--- src/hw/rtl/tdc_pkg.sv ---
// Shared types and constants for the time-of-day clock with button set.
package tdc_pkg;

  localparam int TICK_W       = 7;
  localparam int HOLD_W       = 8;
  localparam int HOUR_W       = 5;
  localparam int MIN_W        = 6;
  localparam int SEC_W        = 6;
  localparam int MODE_W       = 2;
  localparam int MASK_W       = 3;
  localparam int CFG_DATA_W   = 32;
  localparam int CFG_ADDR_W   = 3;
  localparam int TICKS_PER_SECOND_DEF = 100;

  localparam logic [SEC_W-1:0]  SEC_LAST  = SEC_W'(59);
  localparam logic [MIN_W-1:0]  MIN_LAST  = MIN_W'(59);
  localparam logic [HOUR_W-1:0] HOUR_LAST = HOUR_W'(23);

  localparam logic [HOLD_W-1:0] HOLD_DELAY_RST    = HOLD_W'(100);
  localparam logic [HOLD_W-1:0] REPEAT_PERIOD_RST = HOLD_W'(20);
  localparam logic [HOLD_W-1:0] HOLD_SAT          = '1;

  // Register index, taken from paddr[2].
  localparam logic REG_HOLD_DELAY    = 1'b0;
  localparam logic REG_REPEAT_PERIOD = 1'b1;

  localparam logic [MODE_W-1:0] MODE_HOURS   = 2'd0;
  localparam logic [MODE_W-1:0] MODE_MINUTES = 2'd1;
  localparam logic [MODE_W-1:0] MODE_SECONDS = 2'd2;
  localparam logic [MODE_W-1:0] MODE_STOP    = 2'd3;

  typedef struct packed {
    logic [HOLD_W-1:0] hold_delay;
    logic [HOLD_W-1:0] repeat_period;
  } cfg_t;

  typedef struct packed {
    logic [HOUR_W-1:0] hours;
    logic [MIN_W-1:0]  minutes;
    logic [SEC_W-1:0]  seconds;
    logic              run_flag;
    logic [MASK_W-1:0] change_mask;
  } res_t;

endpackage

--- src/hw/rtl/tdc_cfg_regs.sv ---
// Configuration register file with an APB-style access port.
module tdc_cfg_regs
  import tdc_pkg::*;
(
  input  logic                  clk,
  input  logic                  rst_n,
  input  logic                  psel,
  input  logic                  penable,
  input  logic                  pwrite,
  input  logic [CFG_ADDR_W-1:0] paddr,
  input  logic [CFG_DATA_W-1:0] pwdata,
  output logic [CFG_DATA_W-1:0] prdata,
  output logic                  pready,
  output cfg_t                  cfg
);

  logic [HOLD_W-1:0] hold_delay_r;
  logic [HOLD_W-1:0] repeat_period_r;
  logic              wr_en;

  assign pready = 1'b1;
  assign wr_en  = psel & penable & pwrite;

  always_ff @(posedge clk) begin
    if (!rst_n) begin
      hold_delay_r    <= HOLD_DELAY_RST;
      repeat_period_r <= REPEAT_PERIOD_RST;
    end else if (wr_en) begin
      unique case (paddr[2])
        REG_HOLD_DELAY:    hold_delay_r    <= pwdata[HOLD_W-1:0];
        REG_REPEAT_PERIOD: repeat_period_r <= pwdata[HOLD_W-1:0];
        default:           hold_delay_r    <= hold_delay_r;
      endcase
    end
  end

  always_comb begin
    unique case (paddr[2])
      REG_HOLD_DELAY:    prdata = CFG_DATA_W'(hold_delay_r);
      REG_REPEAT_PERIOD: prdata = CFG_DATA_W'(repeat_period_r);
      default:           prdata = '0;
    endcase
  end

  assign cfg.hold_delay    = hold_delay_r;
  assign cfg.repeat_period = repeat_period_r;

endmodule

--- src/hw/rtl/tdc_core.sv ---
// Time counter cascade, set-button state machine and result register.
module tdc_core
  import tdc_pkg::*;
#(
  parameter int TICKS_PER_SECOND = TICKS_PER_SECOND_DEF
) (
  input  logic              clk,
  input  logic              rst_n,
  input  logic              adv,
  input  logic              set_pressed,
  input  logic [MODE_W-1:0] mode,
  input  cfg_t              cfg,
  output res_t              res
);

  typedef enum logic [1:0] {
    PH_IDLE  = 2'd0,
    PH_PRESS = 2'd1,
    PH_HOLD  = 2'd2
  } phase_t;

  localparam logic [TICK_W-1:0] TICK_TOP = TICK_W'(TICKS_PER_SECOND);

  phase_t            phase_r, phase_nxt;
  logic [TICK_W-1:0] tick_r, tick_nxt;
  logic [SEC_W-1:0]  sec_r, sec_nxt;
  logic [MIN_W-1:0]  min_r, min_nxt;
  logic [HOUR_W-1:0] hour_r, hour_nxt;
  logic [HOLD_W-1:0] hold_r, hold_nxt;
  logic              run_r, run_nxt;
  res_t              res_r, res_nxt;

  logic [TICK_W-1:0] tick_inc;
  logic [HOLD_W-1:0] hold_inc;
  logic [MASK_W-1:0] mask;
  logic              sec_carry;
  logic              step_s;
  logic              toggle_s;

  always_comb begin
    // Clock cascade runs first; button edits land on the cascaded values.
    tick_inc  = tick_r + TICK_W'(1);
    sec_carry = (tick_inc >= TICK_TOP);
    tick_nxt  = sec_carry ? '0 : tick_inc;
    sec_nxt   = sec_r;
    min_nxt   = min_r;
    hour_nxt  = hour_r;
    mask      = '0;
    if (sec_carry) begin
      mask[0] = 1'b1;
      if (sec_r >= SEC_LAST) begin
        sec_nxt = '0;
        mask[1] = 1'b1;
        if (min_r >= MIN_LAST) begin
          min_nxt  = '0;
          mask[2]  = 1'b1;
          hour_nxt = (hour_r >= HOUR_LAST) ? '0 : hour_r + HOUR_W'(1);
        end else begin
          min_nxt = min_r + MIN_W'(1);
        end
      end else begin
        sec_nxt = sec_r + SEC_W'(1);
      end
    end

    hold_inc  = (hold_r != HOLD_SAT) ? hold_r + HOLD_W'(1) : hold_r;
    phase_nxt = phase_r;
    hold_nxt  = hold_r;
    step_s    = 1'b0;
    toggle_s  = 1'b0;
    // A release always wins over the hold or repeat timer in the same tick.
    unique case (phase_r)
      PH_PRESS: begin
        if (!set_pressed) begin
          phase_nxt = PH_IDLE;
          hold_nxt  = '0;
          step_s    = 1'b1;
        end else if (hold_inc >= cfg.hold_delay) begin
          phase_nxt = PH_HOLD;
          hold_nxt  = '0;
        end else begin
          hold_nxt = hold_inc;
        end
      end
      PH_HOLD: begin
        if (!set_pressed) begin
          phase_nxt = PH_IDLE;
          hold_nxt  = '0;
          toggle_s  = (mode == MODE_STOP);
        end else if (hold_inc >= cfg.repeat_period) begin
          hold_nxt = '0;
          step_s   = (mode != MODE_STOP);
        end else begin
          hold_nxt = hold_inc;
        end
      end
      default: begin
        phase_nxt = PH_IDLE;
        if (set_pressed) begin
          phase_nxt = PH_PRESS;
          hold_nxt  = '0;
        end
      end
    endcase

    if (step_s) begin
      unique case (mode)
        MODE_HOURS:   hour_nxt = (hour_nxt >= HOUR_LAST) ? '0 : hour_nxt + HOUR_W'(1);
        MODE_MINUTES: min_nxt  = (min_nxt >= MIN_LAST) ? '0 : min_nxt + MIN_W'(1);
        MODE_SECONDS: sec_nxt  = (sec_nxt >= SEC_LAST) ? '0 : sec_nxt + SEC_W'(1);
        default:      toggle_s = 1'b1;
      endcase
    end
    run_nxt = run_r ^ toggle_s;

    res_nxt.hours       = hour_nxt;
    res_nxt.minutes     = min_nxt;
    res_nxt.seconds     = sec_nxt;
    res_nxt.run_flag    = run_nxt;
    res_nxt.change_mask = (mode == MODE_STOP) ? '0 : mask;
  end

  always_ff @(posedge clk) begin
    if (!rst_n) begin
      phase_r <= PH_IDLE;
      tick_r  <= '0;
      sec_r   <= '0;
      min_r   <= '0;
      hour_r  <= '0;
      hold_r  <= '0;
      run_r   <= 1'b0;
    end else if (adv) begin
      phase_r <= phase_nxt;
      tick_r  <= tick_nxt;
      sec_r   <= sec_nxt;
      min_r   <= min_nxt;
      hour_r  <= hour_nxt;
      hold_r  <= hold_nxt;
      run_r   <= run_nxt;
      res_r   <= res_nxt;
    end
  end

  assign res = res_r;

  a_time_range: assert property (@(posedge clk) disable iff (!rst_n)
    (sec_r <= SEC_LAST) && (min_r <= MIN_LAST) && (hour_r <= HOUR_LAST))
    else $error("time counters out of range");

  a_tick_range: assert property (@(posedge clk) disable iff (!rst_n)
    tick_r < TICK_TOP)
    else $error("sub-second counter reached its top");

  a_idle_hold_clear: assert property (@(posedge clk) disable iff (!rst_n)
    (phase_r == PH_IDLE) |-> (hold_r == '0))
    else $error("hold counter not cleared while idle");

  a_stop_mask: assert property (@(posedge clk) disable iff (!rst_n)
    (adv && (mode == MODE_STOP)) |=> (res_r.change_mask == '0))
    else $error("change mask set in stopwatch mode");

  a_run_only_stop: assert property (@(posedge clk) disable iff (!rst_n)
    (adv && (mode != MODE_STOP)) |=> (run_r == $past(run_r)))
    else $error("run flag toggled outside stopwatch mode");

endmodule

--- src/hw/rtl/time_of_day_clock_with_button_set_top.sv ---
// Top level of the time-of-day clock with button set: handshake and output register.
//
//  channel | direction | handshake        | payload
//  --------+-----------+------------------+-----------------------------------------
//  in_     | to block  | in_valid/stall   | in_set_pressed, in_mode
//  out_    | from block| out_valid/stall  | out_hours, out_minutes, out_seconds,
//          |           |                  | out_run_flag, out_change_mask
//  cfg     | to block  | psel/penable     | paddr, pwdata, prdata (hold_delay, repeat_period)
//
// One item per cycle unless a held result is stalled: each tick updates all counters and
// the button state machine in a single pass, and its result appears in the output register
// in the cycle after it is accepted. in_stall is high only while a held result waits and
// out_stall is high, so an item is taken in the same cycle the previous result leaves. Reset
// is synchronous; the block accepts items as soon as rst_n is high.
module time_of_day_clock_with_button_set_top
  import tdc_pkg::*;
#(
  parameter int TICKS_PER_SECOND = TICKS_PER_SECOND_DEF
) (
  input  logic                  clk,
  input  logic                  rst_n,
  input  logic                  in_valid,
  output logic                  in_stall,
  input  logic                  in_set_pressed,
  input  logic [MODE_W-1:0]     in_mode,
  output logic                  out_valid,
  input  logic                  out_stall,
  output logic [HOUR_W-1:0]     out_hours,
  output logic [MIN_W-1:0]      out_minutes,
  output logic [SEC_W-1:0]      out_seconds,
  output logic                  out_run_flag,
  output logic [MASK_W-1:0]     out_change_mask,
  input  logic                  psel,
  input  logic                  penable,
  input  logic                  pwrite,
  input  logic [CFG_ADDR_W-1:0] paddr,
  input  logic [CFG_DATA_W-1:0] pwdata,
  output logic [CFG_DATA_W-1:0] prdata,
  output logic                  pready
);

  cfg_t cfg;
  res_t res;
  logic adv;
  logic out_valid_r, out_valid_nxt;

  assign in_stall      = out_valid_r & out_stall;
  assign adv           = in_valid & ~in_stall;
  assign out_valid_nxt = adv | (out_valid_r & out_stall);

  always_ff @(posedge clk) begin
    if (!rst_n) begin
      out_valid_r <= 1'b0;
    end else begin
      out_valid_r <= out_valid_nxt;
    end
  end

  tdc_cfg_regs u_cfg (
    .clk     (clk),
    .rst_n   (rst_n),
    .psel    (psel),
    .penable (penable),
    .pwrite  (pwrite),
    .paddr   (paddr),
    .pwdata  (pwdata),
    .prdata  (prdata),
    .pready  (pready),
    .cfg     (cfg)
  );

  tdc_core #(
    .TICKS_PER_SECOND (TICKS_PER_SECOND)
  ) u_core (
    .clk         (clk),
    .rst_n       (rst_n),
    .adv         (adv),
    .set_pressed (in_set_pressed),
    .mode        (in_mode),
    .cfg         (cfg),
    .res         (res)
  );

  assign out_valid       = out_valid_r;
  assign out_hours       = res.hours;
  assign out_minutes     = res.minutes;
  assign out_seconds     = res.seconds;
  assign out_run_flag    = res.run_flag;
  assign out_change_mask = res.change_mask;

  a_accept_fills: assert property (@(posedge clk) disable iff (!rst_n)
    adv |=> out_valid_r)
    else $error("accepted item produced no result");

  a_no_accept_when_full: assert property (@(posedge clk) disable iff (!rst_n)
    (out_valid_r && out_stall) |-> !adv)
    else $error("item accepted while a result is held");

  a_drain: assert property (@(posedge clk) disable iff (!rst_n)
    (out_valid_r && !out_stall && !adv) |=> !out_valid_r)
    else $error("result repeated after it was taken");

endmodule

--- config.mk ---
export PLATFORM = sky130hd
export DESIGN_NAME = time_of_day_clock_with_button_set_top
export DESIGN_NICKNAME = d
export VERILOG_FILES = /design/src/hw/rtl/tdc_pkg.sv /design/src/hw/rtl/tdc_cfg_regs.sv /design/src/hw/rtl/tdc_core.sv /design/src/hw/rtl/time_of_day_clock_with_button_set_top.sv
export SDC_FILE = /design/constraint.sdc
export NUM_CORES = 1
export LEC_CHECK = 0
export BUFFER_PORTS_ARGS = -buffer_cell sky130_fd_sc_hd__buf_2
export CAP_MARGIN = 25
export CORE_MARGIN = 1
export CORE_UTILIZATION = 50
export DETAILED_ROUTE_END_ITERATION = 10
export GPL_TIMING_DRIVEN = 0
export MAX_ROUTING_LAYER = met4
export PLACE_DENSITY = 0.86
export SLEW_MARGIN = 40
export SYNTH_ARGS = -nofsm -noshare
export SYNTH_HDL_FRONTEND = slang
export SYNTH_SLANG_ARGS = --single-unit
--- constraint.sdc ---
create_clock -name clk -period 3.53 [get_ports clk]
set_clock_uncertainty 0.15 [all_clocks]
set_input_delay 0.1765 -clock clk [delete_from_list [all_inputs] [get_ports clk]]
set_output_delay 0.1765 -clock clk [all_outputs]
set_load 0.01 [all_outputs]
# After elaboration in Yosys (flattened, before gate mapping)
# Index checks and enable logic that the tools add are counted.
# classes
addsub	8
reduce_logical	10
magnitude_cmp	9
n_eq_ne	9
n_mux	43
bitwise	10
# op_table
op	count
2-to-1 mux 6 bit	11
one-hot mux 32 bit (2 select lines)	1
2-to-1 mux 8 bit	6
2-to-1 mux 5 bit	7
adder 6 x 1 -> 6 bit (second input constant)	4
>= comparator 6 bit (second input constant)	4
>= comparator 8 bit	2
one-hot mux 8 bit (2 select lines)	1
2-to-1 mux 1 bit	11
adder 5 x 1 -> 5 bit (second input constant)	2
>= comparator 5 bit (second input constant)	2
adder 8 x 1 -> 8 bit (second input constant)	1
!= test 8 bit (second input constant)	1
AND reduction 2 bit	4
adder 7 x 1 -> 7 bit (second input constant)	1
>= comparator 7 bit (second input constant)	1
2-to-1 mux 7 bit	1
equality test 2 bit (second input constant)	3
2-to-1 mux 2 bit	3
OR reduction 3 bit	2
bitwise AND 1 bit	4
equality test 2 x 1 -> 1 bit (second input constant)	2
!= test 2 bit (second input constant)	2
inverter 1 bit	4
9 further kinds	9
# totals
elab_cells	106
out_inout_bits	56
ff_bits	73
inputBits	45

# Longest topological paths before layout
# depth
word_depth	9
mapped_depth	16

# Cells and area by module
# From an unflattened synthesis, not the netlist that was laid out.
# unflattened
cells_unflattened	604
area_unflattened_um2	5178.7
# by_module_without_submodules
module	n_inst	seq_area_each_um2	cells_each	area_each_um2
tdc_core	1	1331.3	496	4149.0
tdc_cfg_regs	1	320.3	104	987.2
time_of_day_clock_with_button_set_top	1	20.0	4	42.5

# Worst setup path before layout
# OpenSTA, ideal clock, no wires.
# synth_timing
kind	reg-to-reg
startpoint	register u_core.hold_r[0]
endpoint	register u_core.res_r (netlist bit u_core.res[8]) (data pin)
setup_ns	0.255
t_required_ns	3.125
path_stages_with_launch	14
period_less_slack_ns	3.692
path_slack_ns	-0.162
arrival_ns	3.286
path_cell_list	dfxtp_1 -> ha_1 -> nand2_1 -> nor2_1 -> nand3_1 -> xnor2_1 -> ha_1 -> nand2b_1 -> a2111oi_0 -> o31ai_1 -> o211ai_1 -> nor4b_2 -> or3_1 -> and3b_1
# synth_lines
element	line	text
from (decl)	tdc_core.sv:29	logic [HOLD_W-1:0] hold_r, hold_nxt;
from (signal assigned)	tdc_core.sv:138	hold_r <= hold_nxt;
to (signal assigned)	tdc_core.sv:140	res_r <= res_nxt;
to (decl)	tdc_core.sv:31	res_t res_r, res_nxt;

# Worst setup path after layout
# layout_timing
startpoint	register u_core.hold_r[1]
endpoint	register u_core.sec_r[4]
# layout_between
elab_chain_cells	7
# layout_rtl
element	line	text
adder 8 x 1 -> 8 bit or != test 8 bit (tied branches)	tdc_core.sv:66	hold_inc = (hold_r != HOLD_SAT) ? hold_r + HOLD_W'(1) : hold_r;
2-to-1 mux 8 bit *	tdc_core.sv:66	
>= comparator 8 bit *	tdc_core.sv:90	end else if (hold_inc >= cfg.repeat_period) begin
2-to-1 mux 1 bit *	tdc_core.sv:90	
2-to-1 mux 1 bit *	tdc_core.sv:86	if (!set_pressed) begin
one-hot mux 1 bit (2 select lines) *	tdc_core.sv:72	unique case (phase_r)
2-to-1 mux 6 bit *	tdc_core.sv:106	if (step_s) begin
to (signal assigned)	tdc_core.sv:135	sec_r <= sec_nxt;
to (decl)	tdc_core.sv:26	logic [SEC_W-1:0] sec_r, sec_nxt;
# Every way passes the cells marked *; elsewhere a longest branch is shown, timed or not.
# A chain may end at the register's enable or synchronous reset.

==> reports/metrics.yaml <==
ys_seq_elements: 73
power_density_mw_per_mm2: 306
initial_core_util_pct: 52.4
syn_to_final_growth_pct: 20.7
num_rows: 35
core_area_mm2: 0.00942
avgViaCountPerCell: 5.83
arrival_ns: 3.62
finalPower_mw: 1.82
setup-violations-final: 0
slew_violations: 0
chipHeight_um: 101
fp.dieW_um: 101
clkTransAtPathRegs_ns: 0.08
synthCells: 594
critical_path.max_fanout: 6
hold_viol: 0
die-area_mm2: 0.0103
cts_made_buffers: 9
crit_path_start_kind: "flop"
yosysSeqAreaShare_pct: 33.9
path_delay_family: "simple AND/OR/NAND/NOR gates"
crit_type: "reg -> reg"
switchingPower_uw: 474
placed_cell_area_mm2: 0.00543
p_sw_share_pct: 26.0
fillCellCount: 812
relSlewSlack_pct: 50.5
crit_slowest_cell: "dfxtp_4"
hold_class: "in -> reg"
combPwrFrac_pct: 13.0
vias: 4801
synth-edff-count: 21
drv_cap: 0
gp_congestion: 0.933
post-route-period-util_pct: 99.5
drt_pass1_iterations: 5
async_reset_ff_share_pct: 0
tightest_slew_ns: 0.738
avgSynthCellArea_um2: 8.30
routedWlPerCell_um: 15.9
path_buf_inv: 1
synth-main-ff-cell: "dfxtp_1"
first_global_vias: 4473
layout-drive-gt1-share_pct: 22.7
fin_crit_ns: 3.51
cts.path.max_buffers: 2
seqPwrFrac_pct: 50.0
fmax_mhz: 285
track_usage_pct: 26.7
fin_util_pct: 63.2
numPortBuffers: 46
status: "completed"
antenna_cells: 0
syn_area_mm2: 0.00493
clkLatencyLatePin_ns: 0.36
p_leak_nw: 2.47
nets: 761
cp_slowest_stage_delay_ns: 0.37
drt_iter0_markers: 313
intPower_mw: 1.35
clockRootBuffer: "clkbuf_8"
ant_nets: 0
drc: 0
grt_max_degree: 22
final_cell_area_mm2: 0.00595
grt-ovfl-total: 0
cts_tree: "done"
antenna_found_initial: 0
pwr-share-clk_pct: 37.0
endpoint_kind: "flop"
path_cells: "ha_4 > nand2_4 > nor2_4 > nand3_4 > nand4_1 > xnor2_2 > ha_1 > nand4_1 > o31ai_4 > o211ai_1 > buf_4 > nor4b_4 > mux2_4 > o21a_1"
io_pins: 101
post-dp-hpwl_um: 9150
yosys_warnings: 0
fin_hold_ws_ns: 0.0118
routed_wl_um: 13100
crit_required_ns: 3.64
cpMostUsedCell: "nand4_1"
grt_pass1_wl_um: 20900
yosysUniqueCellTypes: 82
cts.sinks: 73
rsz0062_at_grt: "true"
cts_max_level: 3
peakVddDrop_mv: 0.213
[power groups by stage]
stage / combinational [mW] / sequential, mW / clock [mW]
2_1_floorplan: 0.152 / 0.929 / 0
3_3_place_gp: 0.213 / 0.926 / 0
3_5_place_dp: 0.219 / 0.928 / 0
4_1_cts: 0.231 / 0.909 / 0.677
5_1_grt: 0.261 / 0.913 / 0.712
6_report: 0.237 / 0.909 / 0.674
[sequential cells by signal, indices dropped and copies added (netlist names), 2 cells and up]
name	cells
u_core.tick_r	7
u_core.phase_r	2
u_core.hour_r	5
u_core.sec_r	6
u_core.min_r	6
u_core.hold_r	8
u_cfg.hold_delay_r	8
u_core.res	21
u_cfg.repeat_period_r	8
[per-layer routing]
layer	vias up	GRT usage, %	wire length (µm)
li1	2304	-	-
met1	2230	30.1	5350
met2	231	46.3	6490
met3	36	4.76	879
met4	0	11.6	363
met5	-	-	0
[path summary, 6_finish.rpt]
check | slack [ns] | cells past startpoint | endpoint | startpoint
hold / removal | 0.01 | 4 | out_valid$_SDFF_PN0_ | out_stall
setup / recovery | 0.02 | 14 | u_core.sec_r[4]$_SDFFE_PN0P_ | u_core.hold_r[1]$_SDFFE_PN0P_
hold reg to reg | 0.31 | 2 | u_cfg.hold_delay_r[4]$_SDFFE_PN0P_ | u_cfg.hold_delay_r[4]$_SDFFE_PN0P_
setup reg to reg | 0.02 | 14 | u_core.sec_r[4]$_SDFFE_PN0P_ | u_core.hold_r[1]$_SDFFE_PN0P_
[final cells by class]
cell class	instances	area [µm²]	area share (%)
inverters	27	101	1.70
repair buffers	63	380	6.39
multi-input cells	466	3070	51.5
clock inverters	1	5.00	0.0841
clock buffers	15	199	3.34
flip-flops and latches	73	1680	28.3
well taps	129	161	2.71
plain buffers	50	355	5.97
[timing repair]
item,4_1_cts,5_1_grt
hold buffers,9,0
setup buffers,3,5
endpoints found under the setup margin,33,41
cloned,0,0
resized for setup,15,21
endpoints found under the hold margin,17,0
pin swaps,4,11
[metrics by stage]
step,cells,setup TNS [ns],worst slack [ns]
global placement,792,-1.58,-0.391
global route,824,-0.797,-0.127
CTS,819,-0.0368,-0.0368
finish,824,0,0.0180
detailed placement,792,-3.81,-0.472
floorplan,617,0,0.0454
[logic make-up after synthesis]
group	share of synthesized area, %
muxes	2.44
buffers and inverters	9.28
AOI/OAI and AO/OA	23.5
and+or+nand+nor	22.3
xor gates and xnor gates	1.75
other	0.152
DFF	33.9
adders and majority gates	6.60
[cell usage after synthesis (3+ instances only)]
library cell | n | area share, %
o211ai_1 | 6 | 0.91
or3_1 | 4 | 0.51
xnor2_1 | 4 | 0.71
nand4_1 | 11 | 1.4
mux2_2 | 7 | 1.6
o21a_1 | 5 | 0.76
nand2b_1 | 6 | 0.76
clkbuf_1 | 16 | 1.2
nor3_1 | 10 | 1.0
buf_4 | 28 | 4.3
ha_1 | 26 | 6.6
a211oi_1 | 4 | 0.61
and3_1 | 7 | 0.89
nand3b_1 | 3 | 0.46
a31oi_1 | 9 | 1.1
a21oi_1 | 45 | 4.6
mux2i_1 | 3 | 0.61
o31ai_1 | 13 | 2.0
and2_1 | 4 | 0.51
nor2_1 | 50 | 3.8
dfxtp_1 | 52 | 21
o21ai_0 | 30 | 3.0
o21ba_2 | 3 | 0.61
nand3_1 | 27 | 2.7
a22oi_1 | 8 | 1.2
xor2_1 | 4 | 0.71
nor3b_1 | 3 | 0.46
a21o_1 | 5 | 0.76
nand2_1 | 85 | 6.5
buf_6 | 3 | 0.68
inv_1 | 27 | 2.1
edfxtp_1 | 21 | 13
[worst reg2reg max path, cell delays in order (launching register included)]
cell      delay [ns]
dfxtp_4         0.37
ha_4            0.16
nand2_4         0.06
nor2_4          0.17
nand3_4         0.14
nand4_1         0.19
xnor2_2         0.14
ha_1            0.33
nand4_1         0.24
o31ai_4         0.33
o211ai_1        0.13
buf_4           0.18
nor4b_4         0.34
mux2_4          0.33
o21a_1          0.17
[cells in the final DEF, fill, tap and decap left out, drive strengths merged, types with 6 or more instances in the layout]
| cell type | netlist | final |
|---|---|---|
| conb | 2 | 25 |
| nand3 | 27 | 27 |
| nand2b | 6 | 6 |
| nor2 | 50 | 50 |
| dlygate4sd3 | 0 | 9 |
| buf | 33 | 86 |
| dfxtp | 52 | 52 |
| nand4 | 11 | 11 |
| a31oi | 9 | 9 |
| and3 | 8 | 8 |
| nor3 | 10 | 10 |
| mux2 | 8 | 8 |
| inv | 27 | 26 |
| a21o | 6 | 6 |
| a22oi | 8 | 8 |
| o211ai | 7 | 7 |
| ha | 26 | 26 |
| o21ai | 33 | 33 |
| clkbuf | 17 | 32 |
| a21oi | 45 | 45 |
| edfxtp | 21 | 21 |
| nand2 | 87 | 87 |
| o31ai | 14 | 14 |
(Power assumes the default switching activity.)
